===== config.mk =====
export PLATFORM = sky130hd
export DESIGN_NAME = clr_line_walker
export DESIGN_NICKNAME = d
export VERILOG_FILES = /design/src/hdl/clr_pkg.sv /design/src/hdl/clr_line_walker.sv
export SDC_FILE = /design/constraint.sdc
export NUM_CORES = 1
export LEC_CHECK = 0
export BUFFER_PORTS_ARGS = -buffer_cell sky130_fd_sc_hd__buf_2
export CORE_MARGIN = 5
export CORE_UTILIZATION = 45
export DETAILED_ROUTE_END_ITERATION = 10
export HOLD_SLACK_MARGIN = 0.06
export PLACE_DENSITY = 0.61
export SLEW_MARGIN = 20
export SYNTH_ARGS = -nofsm -noshare
export SYNTH_HDL_FRONTEND = slang
export SYNTH_SLANG_ARGS = --single-unit

===== constraint.sdc =====
create_clock -name clk -period 12.4 [get_ports clk]
set_clock_uncertainty 0.15 [all_clocks]
set_input_delay 3.1 -clock clk [delete_from_list [all_inputs] [get_ports clk]]
set_output_delay 3.1 -clock clk [all_outputs]
set_load 0.01 [all_outputs]

===== src/hdl/clr_pkg.sv =====
`default_nettype none

package clr_pkg;

  localparam int FB_WIDTH   = 128;
  localparam int FB_HEIGHT  = 128;
  localparam int COORD_BITS = 11;

  localparam int FB_DEPTH = FB_WIDTH * FB_HEIGHT;
  localparam int ADDR_W   = $clog2(FB_DEPTH);
  localparam int XI_W     = $clog2(FB_WIDTH);
  localparam int YI_W     = $clog2(FB_HEIGHT);
  localparam int COLOR_W  = 24;
  localparam int DIM_W    = 8;
  localparam int CFG_IDX_W = 1;

  // walk coordinates carry one extra bit for the overshoot of a diagonal
  localparam int PIX_W = COORD_BITS + 1;
  localparam int D_W   = COORD_BITS + 1;
  localparam int R_W   = D_W + 1;

  localparam int XD_W  = $clog2(FB_WIDTH + 1);
  localparam int YD_W  = $clog2(FB_HEIGHT + 1);
  localparam int CMP_A = (PIX_W > DIM_W + 1) ? PIX_W : DIM_W + 1;
  localparam int CMP_B = (XD_W > YD_W) ? XD_W : YD_W;
  localparam int CMP_W = (CMP_A > CMP_B) ? CMP_A : CMP_B;

  typedef logic signed [COORD_BITS-1:0] coord_t;
  typedef logic signed [PIX_W-1:0]      pix_coord_t;
  typedef logic [ADDR_W-1:0]            addr_t;
  typedef logic [COLOR_W-1:0]           color_t;
  typedef logic [DIM_W-1:0]             dim_t;
  typedef logic [CFG_IDX_W-1:0]         cfg_idx_t;

  localparam logic OP_DRAW = 1'b0;
  localparam logic OP_READ = 1'b1;

  localparam cfg_idx_t CFG_ACTIVE_WIDTH  = 1'b0;
  localparam cfg_idx_t CFG_ACTIVE_HEIGHT = 1'b1;

  localparam dim_t AREA_RESET = 8'd128;

  typedef struct packed {
    logic       start;
    pix_coord_t sx;
    pix_coord_t sy;
    pix_coord_t ex;
    pix_coord_t ey;
  } walk_cmd_t;

  typedef struct packed {
    logic       vld;
    logic       last;
    pix_coord_t x;
    pix_coord_t y;
  } walk_pix_t;

  function automatic logic in_area_fn(pix_coord_t x, pix_coord_t y, dim_t aw, dim_t ah);
    logic [CMP_W-1:0] xc;
    logic [CMP_W-1:0] yc;
    xc = CMP_W'($unsigned(x));
    yc = CMP_W'($unsigned(y));
    return !x[PIX_W-1] && !y[PIX_W-1] &&
           (xc < CMP_W'(aw)) && (xc < CMP_W'(FB_WIDTH)) &&
           (yc < CMP_W'(ah)) && (yc < CMP_W'(FB_HEIGHT));
  endfunction

  // only meaningful for points inside the store
  function automatic addr_t addr_fn(pix_coord_t x, pix_coord_t y);
    logic [CMP_W-1:0] xc;
    logic [CMP_W-1:0] yc;
    xc = CMP_W'($unsigned(x));
    yc = CMP_W'($unsigned(y));
    return ADDR_W'(ADDR_W'(yc[YI_W-1:0]) * ADDR_W'(FB_WIDTH)) + ADDR_W'(xc[XI_W-1:0]);
  endfunction

endpackage

`default_nettype wire


===== src/hdl/clr_line_walker.sv =====
`default_nettype none

module clr_line_walker (
  input  logic               clk,
  input  logic               rst_n,
  input  clr_pkg::walk_cmd_t cmd,
  output clr_pkg::walk_pix_t pix
);

  typedef enum logic [4:0] {
    W_IDLE  = 5'b00001,
    W_SETUP = 5'b00010,
    W_MAIN  = 5'b00100,
    W_STEP  = 5'b01000,
    W_FINAL = 5'b10000
  } wstate_t;

  wstate_t state_r, state_nxt;
  clr_pkg::walk_pix_t pix_r, pix_nxt;

  clr_pkg::pix_coord_t x1_r, y1_r, x2_r, y2_r;
  clr_pkg::pix_coord_t x1_nxt, y1_nxt, x2_nxt, y2_nxt;
  clr_pkg::pix_coord_t m_r, n_r, mend_r, nend_r;
  clr_pkg::pix_coord_t m_nxt, n_nxt, mend_nxt, nend_nxt;
  logic [clr_pkg::D_W-1:0] dmaj_r, dmin_r, dmaj_nxt, dmin_nxt;
  logic [clr_pkg::R_W-1:0] rem_r, rem_nxt;
  logic xmaj_r, xmaj_nxt, neg_r, neg_nxt;

  // setup terms
  logic [clr_pkg::D_W-1:0] dx, dy;
  logic xmaj_c, swap_c, pt_c;
  clr_pkg::pix_coord_t ax, ay, bx, by;

  // walk terms
  logic [clr_pkg::R_W-1:0] rem_sum;
  logic                    minor_step;
  clr_pkg::pix_coord_t     n_step;
  clr_pkg::pix_coord_t     cur_x, cur_y, end_x, end_y;

  always_comb begin
    dx = (x2_r >= x1_r) ? clr_pkg::D_W'(x2_r - x1_r) : clr_pkg::D_W'(x1_r - x2_r);
    dy = (y2_r >= y1_r) ? clr_pkg::D_W'(y2_r - y1_r) : clr_pkg::D_W'(y1_r - y2_r);
    xmaj_c = dx >= dy;
    pt_c   = (dx == '0) && (dy == '0);
    swap_c = xmaj_c ? (x2_r < x1_r) : (y2_r < y1_r);
    ax = swap_c ? x2_r : x1_r;
    ay = swap_c ? y2_r : y1_r;
    bx = swap_c ? x1_r : x2_r;
    by = swap_c ? y1_r : y2_r;
  end

  always_comb begin
    rem_sum    = rem_r + clr_pkg::R_W'(dmin_r);
    minor_step = rem_sum >= clr_pkg::R_W'(dmaj_r);
    n_step     = neg_r ? n_r - clr_pkg::PIX_W'(1) : n_r + clr_pkg::PIX_W'(1);
    cur_x      = xmaj_r ? m_r : n_r;
    cur_y      = xmaj_r ? n_r : m_r;
    end_x      = xmaj_r ? mend_r : nend_r;
    end_y      = xmaj_r ? nend_r : mend_r;
  end

  always_comb begin
    state_nxt = state_r;
    pix_nxt   = '0;
    x1_nxt = x1_r; y1_nxt = y1_r; x2_nxt = x2_r; y2_nxt = y2_r;
    m_nxt = m_r; n_nxt = n_r; mend_nxt = mend_r; nend_nxt = nend_r;
    dmaj_nxt = dmaj_r; dmin_nxt = dmin_r; rem_nxt = rem_r;
    xmaj_nxt = xmaj_r; neg_nxt = neg_r;
    unique case (state_r)
      W_IDLE: begin
        if (cmd.start) begin
          x1_nxt = cmd.sx; y1_nxt = cmd.sy; x2_nxt = cmd.ex; y2_nxt = cmd.ey;
          state_nxt = W_SETUP;
        end
      end
      W_SETUP: begin
        xmaj_nxt = xmaj_c;
        m_nxt    = xmaj_c ? ax : ay;
        n_nxt    = xmaj_c ? ay : ax;
        mend_nxt = xmaj_c ? bx : by;
        nend_nxt = xmaj_c ? by : bx;
        neg_nxt  = xmaj_c ? (by < ay) : (bx < ax);
        dmaj_nxt = xmaj_c ? dx : dy;
        dmin_nxt = xmaj_c ? dy : dx;
        rem_nxt  = '0;
        state_nxt = pt_c ? W_FINAL : W_MAIN;
      end
      W_MAIN: begin
        pix_nxt.vld = 1'b1;
        pix_nxt.x   = cur_x;
        pix_nxt.y   = cur_y;
        if (minor_step) begin
          rem_nxt   = rem_sum - clr_pkg::R_W'(dmaj_r);
          n_nxt     = n_step;
          state_nxt = W_STEP;
        end else begin
          rem_nxt = rem_sum;
          if (m_r == mend_r) begin
            state_nxt = W_FINAL;
          end else begin
            m_nxt = m_r + clr_pkg::PIX_W'(1);
          end
        end
      end
      W_STEP: begin
        // extra pixel after a minor step
        pix_nxt.vld = 1'b1;
        pix_nxt.x   = cur_x;
        pix_nxt.y   = cur_y;
        if (m_r == mend_r) begin
          state_nxt = W_FINAL;
        end else begin
          m_nxt     = m_r + clr_pkg::PIX_W'(1);
          state_nxt = W_MAIN;
        end
      end
      W_FINAL: begin
        pix_nxt.vld  = 1'b1;
        pix_nxt.last = 1'b1;
        pix_nxt.x    = end_x;
        pix_nxt.y    = end_y;
        state_nxt    = W_IDLE;
      end
      default: state_nxt = W_IDLE;
    endcase
  end

  always_ff @(posedge clk) begin
    if (!rst_n) begin
      state_r <= W_IDLE;
      pix_r   <= '0;
    end else begin
      state_r <= state_nxt;
      pix_r   <= pix_nxt;
    end
  end

  always_ff @(posedge clk) begin
    x1_r <= x1_nxt; y1_r <= y1_nxt; x2_r <= x2_nxt; y2_r <= y2_nxt;
    m_r <= m_nxt; n_r <= n_nxt; mend_r <= mend_nxt; nend_r <= nend_nxt;
    dmaj_r <= dmaj_nxt; dmin_r <= dmin_nxt; rem_r <= rem_nxt;
    xmaj_r <= xmaj_nxt; neg_r <= neg_nxt;
  end

  assign pix = pix_r;

endmodule

`default_nettype wire


### Yosys cells after proc, flatten, opt, wreduce, memory -nomap -nowiden

Cells that the tools add are included.

* register bits: 166
* output and inout bits: 26
* logic and storage cells: 91

* add/subtract/negate cells: 9
* magnitude comparators: 8
* equality and inequality tests: 10
* muxes and demuxes: 35
* reductions and logical operators: 11

Operators by type and width (count)
* 2-to-1 mux 12 bit: 20
* less-than comparator 12 bit: 4
* case mux 24 bit (2 select lines): 1
* subtractor 12 bit: 4
* >= comparator 12 bit: 3
* case mux 12 bit (3 select lines): 1
* case mux 13 bit (2 select lines): 1
* 2-to-1 mux 5 bit: 5
* adder 12 x 2 -> 12 bit (second input constant): 2
* logical NOT 12 bit: 2
* case mux 12 bit (2 select lines): 1
* case mux 5 bit (4 select lines): 1
* adder 13 x 12 -> 13 bit: 1
* >= comparator 13 x 12 -> 1 bit: 1
* 2-to-1 mux 13 bit: 1
* subtractor 13 x 12 -> 13 bit: 1
* == test 12 bit: 1
* subtractor 12 x 2 -> 12 bit (second input constant): 1
* AND reduction 2 bit: 4
* != test 2 bit (second input constant): 3
* == test 5 x 1 -> 1 bit (second input constant): 1
* == test 5 x 2 -> 1 bit (second input constant): 1
* == test 5 x 3 -> 1 bit (second input constant): 1
* == test 5 x 4 -> 1 bit (second input constant): 1
* 8 further kinds: 11

### Depth between registers and ports, before layout

Gate-level depths: netlist of the first run.

* depth after elaboration: 7
* depth in mapped cells: 24
* depth with buffers taken out: 22

### Worst setup path before layout of the first run

Ideal clock, no wire load.

* path type: in2reg
* start point: input port cmd[48] (netlist name)
* end point: register x1_r[0], enable pin
* library setup time: 0.575 ns
* arrival: 7.797 ns
* required time: 11.675 ns
* setup slack: 3.878 ns
* stages on the path: 2
* path through: nand3b_1 nor4_1

* cells in the longest elaborated chain, start to end: 1

Ends and longest elaborated chain
* from (decl): line clr_line_walker.sv:6 `input clr_pkg::walk_cmd_t cmd,`
* AND reduction 2 bit (no line)
* to (signal assigned): line clr_line_walker.sv:139 `x1_r <= x1_nxt; y1_r <= y1_nxt; x2_r <= x2_nxt; y2_r <= y2_nxt;`
* to (decl): line clr_line_walker.sv:21 `clr_pkg::pix_coord_t x1_r, y1_r, x2_r, y2_r;`

Every way passes these cells.
A chain may end at the register's enable or synchronous reset.

### Final worst setup path of the first run

* start point: register x1_r[9]
* end point: register neg_r, data pin

* cells in the longest elaborated chain, start to end: 7

Ends and longest elaborated chain
* subtractor 12 bit or >= comparator 12 bit (tied branches): line clr_line_walker.sv:41 `dx = (x2_r >= x1_r) ? clr_pkg::D_W'(x2_r - x1_r) : clr_pkg::D_W'(x1_r - x2_r);`
* 2-to-1 mux 12 bit: line clr_line_walker.sv:41
* >= comparator 12 bit: line clr_line_walker.sv:43 `xmaj_c = dx >= dy;`
* 2-to-1 mux 1 bit: line clr_line_walker.sv:45 `swap_c = xmaj_c ? (x2_r < x1_r) : (y2_r < y1_r);`
* 2-to-1 mux 12 bit, on equally long branches
* less-than comparator 12 bit: line clr_line_walker.sv:82 `neg_nxt = xmaj_c ? (by < ay) : (bx < ax);`
* 2-to-1 mux 1 bit *: line clr_line_walker.sv:82
* to (signal assigned): line clr_line_walker.sv:142 `xmaj_r <= xmaj_nxt; neg_r <= neg_nxt;`
* to (decl): line clr_line_walker.sv:27 `logic xmaj_r, xmaj_nxt, neg_r, neg_nxt;`

Every way passes the cells marked *; elsewhere a longest branch is shown, timed or not.

==> impl_metrics.csv, run 1 <==
group,metric,value,unit
global_routing,use_met3,3.64,%
global_routing,grt_util_met2,34.0,%
critical_path,endpoint_kind,"register",
logic_synthesis,synthTopCellsByCount,"edfxtp_1 (135), a21oi_1 (129), nor2_1 (121)",
critical_path,critPathMaxFanout,60,
global_routing,grtUsageTotal,21.8,%
drt,drt-pass1-iter-count,6,
critical_path,critPathKind,"register to register",
place,post-place-ws,5.79,ns
critical_path,critPathSlowestCell,"buf_4",
drt,ant_nets,0,
layout,final_area,0.0137,sq mm
logic_synthesis,synth.cell_area,0.0124,sq mm
logic_synthesis,synth_cell_types,80,
drt,drc,0,
place,portBuffers,76,
global_routing,antenna_found_initial,0,
clock_network,cts_buffers,17,
die,die_w,176,microns
logic_synthesis,netlist.top_cell.by_area,"edfxtp_1",
die,num_rows,60,
layout,nets,1523,
sta,max_slew_margin,28.6,%
global_routing,grtUsageMet1,32.0,%
clock_network,path_clk_slew,0.07,ns
layout,final_layout_size_suffix_gt1_share,10.6,%
logic_synthesis,synth_cells,1333,
critical_path,crit_chain,"inv_1 > ha_1 > a21oi_1 > a211oi_4 > a41o_4 > nor2_4 > mux2_4 > a221oi_2 > xnor2_1 > ha_1 > a21o_1 > a211oi_1 > o211ai_1 > o211ai_2 > and2_2 > buf_4 > nor2_1 > a21o_1 > a2111oi_2 > o21ai_0 > o32a_1",
layout,area_growth,9.78,%
layout,nFillCells,2507,
power,peakVddDrop,0.134,mV
sta,finalHoldViolCount,0,
sta,rsz0062_at_grt,"false",
clock_network,cts_sinks,166,
sta,report.final.slew_viol_count,0,
die,die_y,176,microns
drt,routedWlPerCell,19.4,microns
drt,via_per_inst,5.78,
critical_path,crit_arrival,6.85,ns
global_routing,grt_pass1_vias,9544,
logic_synthesis,synth_top_cell_area_share,32.6,%
logic_synthesis,yosysSeqAreaShare,37.6,%
critical_path,cp.required,12.43,ns
critical_path,cp_slowest_stage_delay,0.55,ns
sta,tns,0,ns
drt,routed_wl,34.0,mm
clock_network,cts_setup_buffers,0,
layout,antenna-diode-count,0,
global_routing,grt_overflow,0,
die,start_util,45.9,%
clock_network,post_cts_resized,0,
clock_network,max-clock-path-buffers,2,
layout,seq_area,0.00467,sq mm
critical_path,critPathLaunchType,"register",
sta,fmax,0.147,GHz
drt,dr.first_iter.drc_count,880,
sta,tightest_slew,1.07,ns
die,core_area,0.0271,sq mm
place,dp_hpwl,26.7,mm
logic_synthesis,yosysMostFrequentCell,"edfxtp_1",
clock_network,cts_max_level,4,
die,die-area,0.0311,sq mm
sta,fin_crit,6.82,ns
drt,vias,10200,
hold_path,min_path_type,"register to register",
run_status,status,"finished, final reports clean",
global_routing,grt_busiest_layer,"met2",
logic_synthesis,syn_nets,1484,
power,p_leak,0.00575,uW
clock_network,root_buffer,"clkbuf_16",
logic_synthesis,synthFlopType,"edfxtp_1",
sta,fin_ws,5.58,ns
sta,setup_viol_count_final,0,
die,io_pins,77,
logic_synthesis,ys_top_cells_by_area,"edfxtp_1 (33%), ha_1 (9.3%), mux2i_1 (9.1%)",
layout,multi_input_area,0.00715,sq mm
power,power_density,190,mW/mm^2
logic_synthesis,synth_seq_cells,166,
sta,fin_crit_sh,55.0,%
flow_run,maxCapViolCount,0,
global_routing,grt_pass1_wl,53.6,mm
logic_synthesis,syn_avg_cell_area,9.34,sq um
clock_network,hold_buffers,0,
clock_network,cts_tree,"yes",
logic_synthesis,synth-async-reset-ratio,0,%
place,routabilityCongestion,1.02,
global_routing,grt_max_degree,63,
logic_synthesis,synth_edf_count,135,
clock_network,insertion_delay,0.44,ns
place,dpl_cell_area,0.0131,sq mm
logic_synthesis,yosys_warnings,0,
==> area by class of cell <==
| type | count | area share, % |
|---|---|---|
| multi-input cells | 1007 | 52.3 |
| flip-flops and latches | 166 | 34.2 |
| well taps | 372 | 3.41 |
| repair buffers | 86 | 3.33 |
| clock buffers | 18 | 3.14 |
| inverters | 94 | 2.58 |
| clock inverters | 14 | 1.03 |
==> power by group <==
group / internal (uW) / switching [uW]
Sequential: 721 / 28.5
Combinational: 461 / 865
Clock: 266 / 257
==> stage by stage <==
| step | hold WS (ns) | total power (uW) | util [%] | cells |
|---|---|---|---|---|
| 5_1_grt | 0.516 | 2760 | 50.4 | 1757 |
| 3_5_place_dp | 0.484 | 2070 | 48.3 | 1725 |
| 6_report | 0.490 | 2600 | 50.4 | 1757 |
| 2_1_floorplan | 0.395 | 1720 | - | 1333 |
| 3_3_place_gp | 0.477 | 2050 | 48.3 | 1725 |
| 4_1_cts | 0.489 | 2590 | 50.4 | 1757 |
==> routing by layer <==
metal / share of wire, % / up-vias
met5: 0 / -
met4: 2.0 / 0
met3: 6.1 / 43
met2: 44 / 365
met1: 48 / 4816
li1: - / 4937
==> final timing paths <==
kind                            from                  to  slack (ns)  cells after the start
max                x1_r[9]$_DFFE_PP_     neg_r$_DFFE_PP_        5.58                     21
min          state_r[4]$_SDFFE_PN0P_  pix[24]$_SDFF_PN0_        0.49                      2
min reg2reg  state_r[4]$_SDFFE_PN0P_  pix[24]$_SDFF_PN0_        0.49                      2
max reg2reg        x1_r[9]$_DFFE_PP_     neg_r$_DFFE_PP_        5.58                     21
==> kinds of logic after synthesis <==
group | Yosys count | synth area share [%]
flip-flops | 166 | 37.6
multiplexers | 116 | 9.39
AND/OR/NAND/NOR | 379 | 15.2
AO/OA/AOI/OAI | 347 | 17.6
buffers and inverters | 160 | 5.13
adder cells (fa/ha/maj) | 100 | 10.5
XOR/XNOR | 65 | 4.57
==> state kept, by name, summed over array words and instances (netlist names) <==
signal / flops
neg_r: 1
pix: 26
dmaj_r: 12
dmin_r: 12
x1_r: 12
nend_r: 12
mend_r: 12
x2_r: 12
y1_r: 12
xmaj_r: 1
y2_r: 12
m_r: 12
n_r: 12
rem_r: 13
state_r: 5
==> layout by cell type, fill, tap and decap left out, drive strengths merged, types with 28 or more instances in the layout <==
cell	netlist	final
dfxtp	31	31
buf	36	86
edfxtp	135	135
xnor2	30	30
mux2i	113	113
ha	93	93
nand2	65	65
a21oi	129	129
o22ai	28	28
and2	31	31
nand3	32	32
nor2	124	124
xor2	35	35
nor3	28	28
inv	94	100
o21ai	69	69
==> critical path, delay by kind of cell, from the launching register on <==
family,cells,cell delay (ns)
buf+inv,2,0.65
xor+xnor,1,0.24
fa+ha+maj,2,0.72
simple gates,3,0.87
flops,1,0.41
compound gates,12,3.15
mux,1,0.34
(Power assumes the default switching activity.)
==> inputs of run 2 (changes only) <==
--- a/config.mk
+++ b/config.mk
@@ -10,7 +10,7 @@
 export CORE_UTILIZATION = 45
 export DETAILED_ROUTE_END_ITERATION = 10
 export HOLD_SLACK_MARGIN = 0.06
-export PLACE_DENSITY = 0.61
+export PLACE_DENSITY = 0.63
 export SLEW_MARGIN = 20
 export SYNTH_ARGS = -nofsm -noshare
 export SYNTH_HDL_FRONTEND = slang
==> constraint.sdc (replaced) <==
create_clock -name clk -period 5.9 [get_ports clk]
set_clock_uncertainty 0.15 [all_clocks]
set_input_delay 1.475 -clock clk [delete_from_list [all_inputs] [get_ports clk]]
set_output_delay 1.475 -clock clk [all_outputs]
set_load 0.01 [all_outputs]
==> impl_metrics.csv, run 2 (same netlist as run 1, synthesis figures left out) <==
group,metric,value,unit
clock_network,cts_buffers,17,
die,die_y,176,microns
critical_path,critPathKind,"register to register",
die,num_rows,60,
global_routing,grtUsageTotal,22.3,%
drt,dr.first_iter.drc_count,932,
layout,final_cells,1832,
clock_network,root_buffer,"clkbuf_16",
clock_network,hold_buffers,0,
die,start_util,45.9,%
drt,vias,10400,
layout,nets,1598,
sta,tns,0,ns
clock_network,cts_max_level,4,
critical_path,endpoint_kind,"register",
critical_path,critPathMaxFanout,22,
layout,final_layout_size_suffix_gt1_share,16.8,%
clock_network,insertion_delay,0.43,ns
place,routabilityCongestion,0.960,
layout,area_growth,16.2,%
sta,fmax,0.175,GHz
sta,setup_viol_count_final,0,
die,core_area,0.0271,sq mm
sta,report.final.slew_viol_count,0,
power,peakVddDrop,0.283,mV
die,die-area,0.0311,sq mm
die,io_pins,77,
flow_run,maxCapViolCount,0,
clock_network,cts_sinks,166,
critical_path,critPathLaunchType,"register",
drt,drt-pass1-iter-count,6,
layout,antenna-diode-count,0,
sta,fin_crit,5.71,ns
drt,via_per_inst,5.68,
critical_path,cp.required,5.93,ns
hold_path,min_path_type,"register to register",
global_routing,antenna_found_initial,1,
sta,max_slew_margin,37.3,%
global_routing,grt_max_degree,55,
place,portBuffers,76,
clock_network,path_clk_slew,0.07,ns
sta,finalHoldViolCount,0,
global_routing,grt_pass1_vias,9834,
place,dp.cells,1791,
power,power_density,410,mW/mm^2
drt,drc,0,
power,p_leak,0.00619,uW
die,die_w,176,microns
drt,ant_nets,0,
layout,final_cell_mix,"edfxtp_1 (135), a21oi_1 (125), nor2_1 (118)",
run_status,status,"finished, final reports clean",
layout,largest_register_ffs,26,
clock_network,max-clock-path-buffers,2,
sta,fin_crit_sh,96.7,%
layout,layout_commonest_cell,"edfxtp_1",
drt,routedWlPerCell,19.2,microns
drt,routed_wl,35.2,mm
global_routing,grt_pass1_wl,54.5,mm
critical_path,r2r_slack,0.19,ns
critical_path,crit_arrival,5.74,ns
clock_network,cts_tree,"yes",
sta,hold_ws,0.497,ns
global_routing,grt_overflow,0,
sta,tightest_slew,0.938,ns
place,dp_hpwl,27.5,mm
## run 2: metal layers
layer / share of wire, % / global-route usage, % / vias up / wire length (microns)
met2: 44 / 34.8 / 407 / 15400
li1: - / - / 5094 / -
met1: 45 / 31.4 / 4841 / 15900
met4: 3.0 / 7.41 / 2 / 1060
met5: 0.037 / 0 / - / 13
met3: 7.8 / 4.18 / 67 / 2730
## run 2: final timing paths
kind                     startpoint            endpoint  depth (start not counted)
hold reg to reg   n_r[11]$_DFFE_PP_  pix[23]$_SDFF_PN0_                          2
setup / recovery  x2_r[0]$_DFFE_PP_     neg_r$_DFFE_PP_                         24
setup reg to reg  x2_r[0]$_DFFE_PP_     neg_r$_DFFE_PP_                         24
hold / removal    n_r[11]$_DFFE_PP_  pix[23]$_SDFF_PN0_                          2
## run 2: critical path, stage by stage (launching register included)
cell and delay [ns]:
edfxtp_1 0.40, inv_1 0.11, ha_1 0.18, inv_1 0.06, fa_2 0.35, nand3_1 0.13
a21oi_2 0.10, o31a_4 0.40, nor2_4 0.11, mux2_4 0.33, a221oi_4 0.29, xnor2_2 0.11
ha_1 0.32, a21o_1 0.19, a211oi_2 0.23, o211ai_1 0.21, a22o_1 0.27, and2_2 0.23
buf_12 0.16, buf_4 0.18, nor3_1 0.13, o2111ai_1 0.14, o211a_1 0.15, and4_1 0.16
o32a_1 0.32
## run 2: layout make-up
| cell class | count | area, sq um |
|---|---|---|
| clock buffer | 23 | 519 |
| clock inverter | 9 | 98.8 |
| fill | 2452 | 12600 |
| inverter | 94 | 353 |
| multi-input combinational | 1007 | 7300 |
| sequential | 166 | 4670 |
| tap | 372 | 465 |
| timing repair buffer | 161 | 1060 |
## run 2: timing repair
item / CTS / global route
pin swaps: 2 / 8
hold endpoints to repair: 0 / 0
buffers inserted: 1 / 8
endpoints found under the setup margin: 1 / 26
resized for setup: 0 / 30
## run 2: power breakdown
| group | leakage [uW] | switching, uW | total, uW | internal [uW] |
|---|---|---|---|---|
| clock | 0.000307 | 493 | 1170 | 677 |
| combinational | 0.00439 | 1930 | 3190 | 1270 |
| sequential | 0.00149 | 55.7 | 1570 | 1520 |
## run 2: per-stage QoR
stage / power [uW] / util [%] / setup slack [ns] / cell area (sq um)
finish: 5930 / 53.4 / 0.195 / 14500
global route: 6310 / 53.4 / -0.0437 / 14500
CTS: 5860 / 52.6 / 0.0806 / 14200
detailed placement: 4670 / 50.3 / -0.0105 / 13600
global placement: 4640 / 50.3 / 0.207 / 13600
floorplan: 3620 / - / 0.582 / 12500
